===== src/hw/rtl/dfp_delay.sv =====
// Valid and side-data delay line that tracks an arithmetic unit's stages.
`default_nettype none
module dfp_delay #(
  parameter int unsigned DataW = 8,
  parameter int unsigned Depth = 2   // at least 2
) (
  input  logic             clk_i,
  input  logic             rst_ni,
  input  logic             en_i,
  input  logic             valid_i,
  input  logic [DataW-1:0] data_i,
  output logic             valid_o,
  output logic [DataW-1:0] data_o
);

  logic [Depth-1:0] valid_q;
  logic [DataW-1:0] data_q [Depth];

  always_ff @(posedge clk_i or negedge rst_ni) begin
    if (!rst_ni) begin
      valid_q <= '0;
    end else if (en_i) begin
      valid_q <= {valid_q[Depth-2:0], valid_i};
    end
  end

  always_ff @(posedge clk_i) begin
    if (en_i) begin
      data_q[0] <= data_i;
      for (int k = 1; k < Depth; k++) begin
        data_q[k] <= data_q[k-1];
      end
    end
  end

  assign valid_o = valid_q[Depth-1];
  assign data_o  = data_q[Depth-1];

endmodule
`default_nettype wire


===== config.mk =====
export PLATFORM = sky130hd
export DESIGN_NAME = dfp_delay
export DESIGN_NICKNAME = d
export VERILOG_FILES = /design/src/hw/rtl/dfp_delay.sv
export SDC_FILE = /design/constraint.sdc
export NUM_CORES = 1
export LEC_CHECK = 0
export BUFFER_PORTS_ARGS = -buffer_cell sky130_fd_sc_hd__buf_4
export CAP_MARGIN = 25
export CELL_PAD_IN_SITES_DETAIL_PLACEMENT = 1
export CELL_PAD_IN_SITES_GLOBAL_PLACEMENT = 1
export CORE_UTILIZATION = 34
export DETAILED_ROUTE_END_ITERATION = 6
export GPL_TIMING_DRIVEN = 0
export PLACE_DENSITY_LB_ADDON = 0.08
export SETUP_SLACK_MARGIN = 0.15
export SYNTH_ARGS = -nofsm -noshare
export SYNTH_HDL_FRONTEND = slang
export SYNTH_SLANG_ARGS = --single-unit

===== constraint.sdc =====
create_clock -name clk_i -period 0.86 [get_ports clk_i]
set_clock_uncertainty 0.15 [all_clocks]
set_input_delay 0.258 -clock clk_i [delete_from_list [all_inputs] [get_ports clk_i]]
set_output_delay 0.258 -clock clk_i [all_outputs]
set_load 0.05 [all_outputs]

# Word level (Yosys, flattened, before mapping)
# Memory sizes are Yosys's and may differ from the RTL's.
# Cells that the tools add are included.
[classes]
mux = 2
[ops]
columns = ["op", "count"]
rows = [
  ["1-bit 2-to-1 mux", 2],
]
[totals]
output_inout_bits = 9
memories = 1
wordCells = 4
ram_bits = 16
regBits = 2
inputBits = 12
[mem_list]
columns = ["memory", "depth", "word_bits", "read_ports", "rd_clocked_by_memory_dff", "wr", "line", "source"]
rows = [
  ["data_q", 2, 8, 2, 0, 2, "17", "logic [DataW-1:0] data_q [Depth];"],
]

# Depth between registers and ports, before layout
# Gate-level depths: netlist of the first run.
[logic_depth]
ltp_word = 2
mapped_depth = 1
depth_no_buf = 1

# Worst setup path after synthesis of the first run
# OpenSTA, ideal clock, no wires.
[synth_timing]
path_type = "register -> register"
startpoint = "register valid_q[1] (netlist name)"
endpoint = "register valid_q[1]"
synth_period_minus_slack_ns = 1.138
t_required_ns = 0.585
setup_ns = 0.125
path_slack_ns = -0.278
n_path_buf = 0
stages_incl_launch_ff = 2
t_arrival_ns = 0.863
cell_sequence = "dfrtp_1 -> mux2_2"
[synth_lines]
columns = ["element", "line", "source"]
rows = [
  ["end signal, assigned", "23", "valid_q <= {valid_q[Depth-2:0], valid_i};"],
  ["end, declared", "16", "logic [Depth-1:0] valid_q;"],
]

==> flow_summary.ini, run 1 <==
[timing]
period_minus_slack_ps = 1340
setup_tns_ps = -4320
fmax_ghz = 0.744
final_hold_viol_count = 2
slew_headroom_pct = 85.4
worst_pin_slew_ps = 218
slew_violations = 0
min_period_over_period_pct = 156
rsz0062_at_grt = true
finalWorstSetupSlack_ps = -484
finalHoldWorstSlack_ps = -0.788
setup_viol = 11

[worst_setup_path]
required_ps = 450
crit_path_max_fanout = 1
worstSetupPathType = register to primary output
start_kind = register
critPathArrivalTime_ps = 940
endpoint_kind = primary output

[clocking]
postCtsSetupBuffers = 0
ctsLongestPathBuffers = 2
cts-root-buf = clkbuf_4
cts_buffers = 3
cts_hold_buf = 1
htreeDepth = 1
clk_pin_slew_ps = 90
clkSinkCount = 18
clk_latency_ps = 280
cts_tree = done

[die]
dieArea_mm2 = 0.00198
rows = 14
die_h_um = 44.5
ios = 21
initial_core_util_pct = 38.5
core-area_mm2 = 0.00159
die_w_um = 44.5

[yosys]
yosys-top-cells-area = edfxtp_1, buf_4, dfrtp_1
yosys_warnings = 0
ys_types = 4
synth.top_cell.area_share_pct = 78.4
synth_top_area_cell = edfxtp_1
syn_nets = 40
seq_area_frac_synth_pct = 86.5
netlist_area_um2 = 613
syn_avg_cell_area_um2 = 21.9
ys_ff_latch = 18
synth_cells = 28

[outcome]
violations = negative hold slack, negative setup slack
status = finished, violations left

[finish]
utilization_pct = 56.6
most-common-layout-cells = edfxtp_1, buf_6, buf_4
final_common_cell = edfxtp_1
area_delta_synth_final_pct = 47.1
finalNetCount = 66
layout-drive-gt1-share_pct = 64.2
antenna_cells = 0
layout.area.seq_um2 = 532
fin_area_um2 = 902
n_fill_cell = 157
multi_input_area_um2 = 22.5
instances_no_fill = 77

[route]
via_per_inst = 3.91
postRouteAntennaNets = 0
drc = 0
vias = 301
postRouteWirelength_um = 692
drt_iter0_drc = 4
wl_per_cell_um = 8.99
dr.pass1.iters = 2

[global_route]
grt_pass1_wl_um = 1080
antenna_found_initial = 0
overflow = 0
grt_usage_pct = 7.99
grt_max_degree = 19
grt_pass1_vias = 264

[placed_design]
dpl_cell_area_um2 = 825
io_buffers = 20
gp_congestion = 0.594
dp.cells = 72

[power_and_ir_drop]
power.density_mw_per_mm2 = 1960
peakVddDrop_mv = 1.12
leakage_nw = 0.364

[job]
maxCapViolations = 0

[worst_hold_path]
hold_class = input pin to register
per-layer routing:
layer	up-vias	part of all wire (%)	global-route usage (%)
li1	144	-	-
met1	140	44	9.26
met2	17	48	12.6
met3	0	6.9	2.45
met4	0	0	5.45
met5	-	0	0
timing repair:
action,in CTS,in global routing
resized for setup,9,2
hold endpoints to repair,6,8
setup endpoints to repair,19,19
state kept, by name, summed over array words and instances (netlist names):
register and cells:
data_q 16, valid_q 2
per-stage QoR:
| stage | power, mW | setup slack (ps) |
|---|---|---|
| after floorplan | 1.25 | -192 |
| after global placement | 1.34 | -240 |
| after detailed placement | 1.35 | -264 |
| after CTS | 1.78 | -497 |
| after global routing | 1.84 | -526 |
| final | 1.77 | -484 |
critical path, stage by stage (launching register included):
cell and delay (ps):
edfxtp_1 390, buf_6 130, buf_8 140
cells in the mapped netlist:
library cell	number
edfxtp_1	16
buf_4	8
dfrtp_1	2
mux2_2	2
area by class of cell:
cell class | instances | area share (%)
plain buffers | 8 | 9.99
clock buffers | 4 | 2.91
multi-input cells | 2 | 2.50
flip-flops and latches | 18 | 58.9
well taps | 24 | 3.33
repair buffers | 21 | 22.3
power breakdown:
group / switching (mW) / internal, mW
Combinational: 0.159 / 0.151
Clock: 0.222 / 0.180
Sequential: 0.0248 / 1.03
Total: 0.406 / 1.36
worst paths after layout:
kind                                         startpoint                 endpoint  slack [ps]  cells past startpoint
worst max-delay path            data_q[0][10]$_DFFE_PP_                data_o[2]        -480                      2
worst min-delay path                          data_i[0]   data_q[0][0]$_DFFE_PP_        -0.8                      1
worst max register to register   valid_q[1]$_DFFE_PN0P_   valid_q[1]$_DFFE_PN0P_         -70                      1
worst min register to register   data_q[0][5]$_DFFE_PP_  data_q[0][13]$_DFFE_PP_         280                      0
max in group asynchronous                        rst_ni   valid_q[1]$_DFFE_PN0P_         320                      2
min in group asynchronous                        rst_ni   valid_q[1]$_DFFE_PN0P_         140                      2
logic make-up after synthesis:
group	share of synthesized area, %
flip-flops	86.5
buffers and inverters	9.80
multiplexers	3.67
Power figures use the tool's default switching activity.
==> run 2: changes to the inputs <==
--- a/config.mk
+++ b/config.mk
@@ -5,6 +5,7 @@
 export SDC_FILE = /design/constraint.sdc
 export NUM_CORES = 1
 export LEC_CHECK = 0
+export ABC_AREA = 1
 export BUFFER_PORTS_ARGS = -buffer_cell sky130_fd_sc_hd__buf_4
 export CAP_MARGIN = 25
 export CELL_PAD_IN_SITES_DETAIL_PLACEMENT = 1
@@ -12,8 +13,10 @@
 export CORE_UTILIZATION = 34
 export DETAILED_ROUTE_END_ITERATION = 6
 export GPL_TIMING_DRIVEN = 0
+export MAX_ROUTING_LAYER = met4
 export PLACE_DENSITY_LB_ADDON = 0.08
 export SETUP_SLACK_MARGIN = 0.15
+export SLEW_MARGIN = 20
 export SYNTH_ARGS = -nofsm -noshare
 export SYNTH_HDL_FRONTEND = slang
 export SYNTH_SLANG_ARGS = --single-unit
==> run 2 against run 1 <==
Setup slack got worse by 11 ps. Combinational power decreased by 1%. Non-clock buffer count unchanged. Routed wire length increased by 18%. The flow still finishes with violations (negative hold slack, negative setup slack). Die area increased by 0.59%. Register-to-register slack improved by 150 ps. Largest power group unchanged. Critical endpoint is now data_o[5]. Critical path type unchanged. Fmax decreased by 0.84%. Highest routed layer unchanged. Critical path depth unchanged. Synthesized area increased by 0.61%.
==> flow_summary.ini, run 2 <==
[outcome]
status = finished, violations left
violations = negative hold slack, negative setup slack

[power_and_ir_drop]
power.density_mw_per_mm2 = 2000
leakage_nw = 0.389
peakVddDrop_mv = 0.971
fin_total_pwr_mw = 1.84

[clocking]
ctsLongestPathBuffers = 2
cts_buffers = 3
postCtsSetupBuffers = 0
cts_tree = done
htreeDepth = 1
cts_hold_buf = 1
cts-root-buf = clkbuf_4
clk_pin_slew_ps = 90
clk_latency_ps = 280
clkSinkCount = 18

[yosys]
synth_top_family_by_area = buffers and inverters
ys.flop_type = edfxtp_1
yosys.cell_count.top_type = edfxtp_1
synthAdderAreaFrac_pct = 0
seq_area_frac_synth_pct = 86.0
syn_nets = 45
synth_cells = 33
synth-simple-area-share_pct = 3.65
synth_compound_area_share_pct = 0
yosys-top-cells-area = edfxtp_1, buf_4, dfrtp_1
netlist_area_um2 = 617
yosys.area_share.xor_xnor_pct = 0
synth.area.mux_share_pct = 0
ys_top_cells_by_count = edfxtp_1, buf_4, nand2_1
synth_top_area_cell = edfxtp_1
ys_ff_latch = 18
syn_avg_cell_area_um2 = 18.7
ys_types = 5
synth.top_cell.area_share_pct = 77.9
synthArstFlopShare_pct = 11.1
synth_edf_count = 16
yosys_warnings = 0

[global_route]
grt_usage_pct = 9.76
grt_pass1_vias = 315
grt_max_degree = 20
antenna_found_initial = 0
grt_pass1_wl_um = 1250
overflow = 0

[timing]
setup_viol = 9
finalWorstSetupSlack_ps = -496
finalHoldWorstSlack_ps = -3.19
min_period_over_period_pct = 158
period_minus_slack_ps = 1360
slew_headroom_pct = 84.7
rsz0062_at_grt = true
worst_pin_slew_ps = 229
fmax_ghz = 0.738
final_hold_viol_count = 3
slew_violations = 0

[die]
die_h_um = 44.6
core-area_mm2 = 0.00171
rows = 15
initial_core_util_pct = 36.1
ios = 21
dieArea_mm2 = 0.00199
die_w_um = 44.6

[route]
via_per_inst = 3.90
wl_per_cell_um = 9.87
drt_iter0_drc = 3
drc = 0
dr.pass1.iters = 2
vias = 324
postRouteAntennaNets = 0
postRouteWirelength_um = 819

[finish]
area_delta_synth_final_pct = 49.9
instances_no_fill = 83
utilization_pct = 54.1
regMostFlops = data_q
reg_top3 = data_q (16), valid_q (2)
most-common-layout-cells = edfxtp_1, buf_6, buf_4
fin_area_um2 = 925
layout-drive-gt1-share_pct = 56.9
n_fill_cell = 170
final_common_cell = edfxtp_1
finalNetCount = 71
largest_reg_flops = 16
antenna_cells = 0

[placed_design]
detailedPlace.worstSlack_ps = -230
io_buffers = 20
gp_congestion = 0.643
dp_hpwl_um = 611
dp.cells = 78
dpl_cell_area_um2 = 830

[worst_setup_path]
required_ps = 450
endpoint_kind = primary output
crit_path_max_fanout = 1
critPathArrivalTime_ps = 950
worstSetupPathType = register to primary output
start_kind = register

[job]
maxCapViolations = 0

[worst_hold_path]
hold_class = input pin to register
-- run 2: changes by cell type after synthesis --
cell | before | now
nand2_1 | 0 | 6
inv_1 | 0 | 1
mux2_2 | 2 | 0
-- run 2: repair_timing --
item,CTS,global route
endpoints found under the setup margin,19,19
gates resized for setup,9,4
pin swaps,1,0
hold endpoints to repair,10,8
-- run 2: worst max-delay path: stages (launching register included) --
cell,delay [ps]
edfxtp_1,400
buf_6,130
buf_6,140
-- run 2: final timing paths --
check / to / cells after the start / startpoint / slack [ps]
hold / removal: data_q[0][7]$_DFFE_PP_ / 1 / data_i[7] / -3
max in group asynchronous: valid_q[1]$_DFFE_PN0P_ / 2 / rst_ni / 330
setup / recovery: data_o[5] / 2 / data_q[0][13]$_DFFE_PP_ / -500
hold reg to reg: data_q[0][10]$_DFFE_PP_ / 0 / data_q[0][2]$_DFFE_PP_ / 280
setup reg to reg: valid_q[1]$_DFFE_PN0P_ / 2 / valid_q[1]$_DFFE_PN0P_ / 80
min in group asynchronous: valid_q[1]$_DFFE_PN0P_ / 2 / rst_ni / 130
-- run 2: kinds of logic (layout without fill, tap and decap cells) --
kind of cell / count (synthesis) / in the layout
AND/OR/NAND/NOR: 6 / 6
buffers and inverters: 9 / 34
flip-flops: 18 / 18
-- run 2: metrics by stage --
step           hold slack (ps)  setup TNS (ps)
2_1_floorplan             -188            -565
3_3_place_gp              -111           -3040
3_5_place_dp              -108           -3870
4_1_cts                  -12.8           -4440
5_1_grt                  -27.2           -4670
6_report                 -3.19           -4280
-- run 2: cell type report --
cell class | count | area, um2 | area share [%]
buffer | 8 | 90.1 | 9.74
multi-input combinational | 6 | 22.5 | 2.44
inverter | 1 | 3.75 | 0.406
tap | 25 | 31.3 | 3.38
sequential | 18 | 532 | 57.5
timing repair buffer | 21 | 209 | 22.6
clock buffer | 4 | 36.3 | 3.92
-- run 2: layer usage --
layer / vias to the layer above / track usage, % / routed length, um
met5: - / - / 0
met4: 0 / 7.27 / 0
met3: 0 / 2.45 / 56
met2: 17 / 16.2 / 457
met1: 150 / 9.81 / 305
li1: 157 / - / -
-- run 2: where the power goes --
group          switching [mW]  internal [mW]
Clock                   0.229          0.257
Sequential             0.0242           1.03
Combinational           0.160          0.147
Total                   0.412           1.43
==> run 3: changes to the inputs <==
--- a/config.mk
+++ b/config.mk
@@ -5,7 +5,6 @@
 export SDC_FILE = /design/constraint.sdc
 export NUM_CORES = 1
 export LEC_CHECK = 0
-export ABC_AREA = 1
 export BUFFER_PORTS_ARGS = -buffer_cell sky130_fd_sc_hd__buf_4
 export CAP_MARGIN = 25
 export CELL_PAD_IN_SITES_DETAIL_PLACEMENT = 1
@@ -15,7 +14,9 @@
 export GPL_TIMING_DRIVEN = 0
 export MAX_ROUTING_LAYER = met4
 export PLACE_DENSITY_LB_ADDON = 0.08
+export RECOVER_POWER = 100
 export SETUP_SLACK_MARGIN = 0.15
+export SKIP_CTS_REPAIR_TIMING = 1
 export SLEW_MARGIN = 20
 export SYNTH_ARGS = -nofsm -noshare
 export SYNTH_HDL_FRONTEND = slang
==> run 3 against run 2 <==
The flow finishes with violations (negative setup slack). Sequential power about the same. Clock-buffer cell count unchanged. Global-route usage decreased by 1.9 points. Die area decreased by 0.58%. Critical path depth unchanged. Combinational power about the same. Setup slack improved by 17 ps. Largest cell class unchanged.
==> flow_summary.ini, run 3 (synthesis results as in run 1) <==
[worst_setup_path]
required_ps = 450
slowest_delay_ps = 390
start_kind = register
endpoint_kind = primary output
worstSetupPathType = register to primary output
slowest_stage = edfxtp_1
critPathArrivalTime_ps = 930
crit_chain = buf_6 > buf_8
crit_path_max_fanout = 1

[global_route]
overflow = 0
grt_max_degree = 19
grt_pass1_vias = 247
grt_pass1_wl_um = 1020
antenna_found_initial = 0
grt_usage_pct = 7.88

[finish]
instances_no_fill = 77
final_common_cell = edfxtp_1
regMostFlops = data_q
antenna_cells = 0
largest_reg_flops = 16
layout-drive-gt1-share_pct = 62.3
fin_area_um2 = 896
area_delta_synth_final_pct = 46.1
reg_top3 = data_q (16), valid_q (2)
finalNetCount = 66
utilization_pct = 56.2
most-common-layout-cells = edfxtp_1, buf_6, clkbuf_4

[timing]
setup_tns_ps = -4400
finalWorstSetupSlack_ps = -479
slew_violations = 0
rsz0062_at_grt = true
min_period_over_period_pct = 156
setup_viol = 11
period_minus_slack_ps = 1340
fmax_ghz = 0.747
final_hold_viol_count = 0
finalHoldWorstSlack_ps = 25.4
slew_headroom_pct = 72.4
worst_pin_slew_ps = 413

[clocking]
cts-root-buf = clkbuf_4
htreeDepth = 1
ctsLongestPathBuffers = 2
clk_pin_slew_ps = 90
cts_buffers = 3
clk_latency_ps = 270
clkSinkCount = 18
cts_tree = done

[route]
postRouteAntennaNets = 0
drc = 0
via_per_inst = 3.90
vias = 300
dr.pass1.iters = 2
wl_per_cell_um = 8.75
drt_iter0_drc = 3
postRouteWirelength_um = 674

[die]
rows = 14
core-area_mm2 = 0.00159
ios = 21
die_h_um = 44.5
die_w_um = 44.5
initial_core_util_pct = 38.5
dieArea_mm2 = 0.00198

[placed_design]
dp.cells = 72
detailedPlace.worstSlack_ps = -264
io_buffers = 20
gp_congestion = 0.598
dpl_cell_area_um2 = 825

[job]
maxCapViolations = 0

[worst_hold_path]
hold_class = input pin to register

[outcome]
status = finished, violations left
violations = negative setup slack

[power_and_ir_drop]
fin_total_pwr_mw = 1.75
leakage_nw = 0.359
power.density_mw_per_mm2 = 1960
peakVddDrop_mv = 1.09
[run 3: where the power goes]
group	switching [mW]	leakage, nW	total [mW]	internal [mW]
registers	0.0245	0.179	1.06	1.03
clock network	0.215	0.0150	0.395	0.179
logic	0.158	0.165	0.304	0.145
[run 3: critical path: cells and delay by family (launching register included)]
kind	cells	cell delay, ps
flops	1	390
buf+inv	2	270
[run 3: worst paths after layout]
| path | start | end | slack, ps | cells past startpoint |
|---|---|---|---|---|
| max | data_q[0][10]$_DFFE_PP_ | data_o[2] | -480 | 2 |
| min in group asynchronous | rst_ni | valid_q[0]$_DFFE_PN0P_ | 140 | 2 |
| max in group asynchronous | rst_ni | valid_q[1]$_DFFE_PN0P_ | 280 | 2 |
| max reg2reg | valid_q[1]$_DFFE_PN0P_ | valid_q[1]$_DFFE_PN0P_ | -70 | 1 |
| min reg2reg | data_q[0][5]$_DFFE_PP_ | data_q[0][13]$_DFFE_PP_ | 280 | 0 |
| min | data_i[0] | data_q[0][0]$_DFFE_PP_ | 30 | 1 |
[run 3: layout make-up]
cell class	count	area, um2
Buffer	8	90.1
Timing Repair Buffer	21	195
Fill cell	155	698
Sequential cell	18	532
Multi-Input combinational cell	2	22.5
Tap cell	24	30.0
Clock buffer	4	26.3
[run 3: layer usage]
layer	global-route usage [%]	part of all wire [%]	vias up
li1	-	-	143
met1	8.45	42	140
met2	12.4	50	17
met3	2.45	8.5	0
met4	5.45	0	0
met5	-	0	-
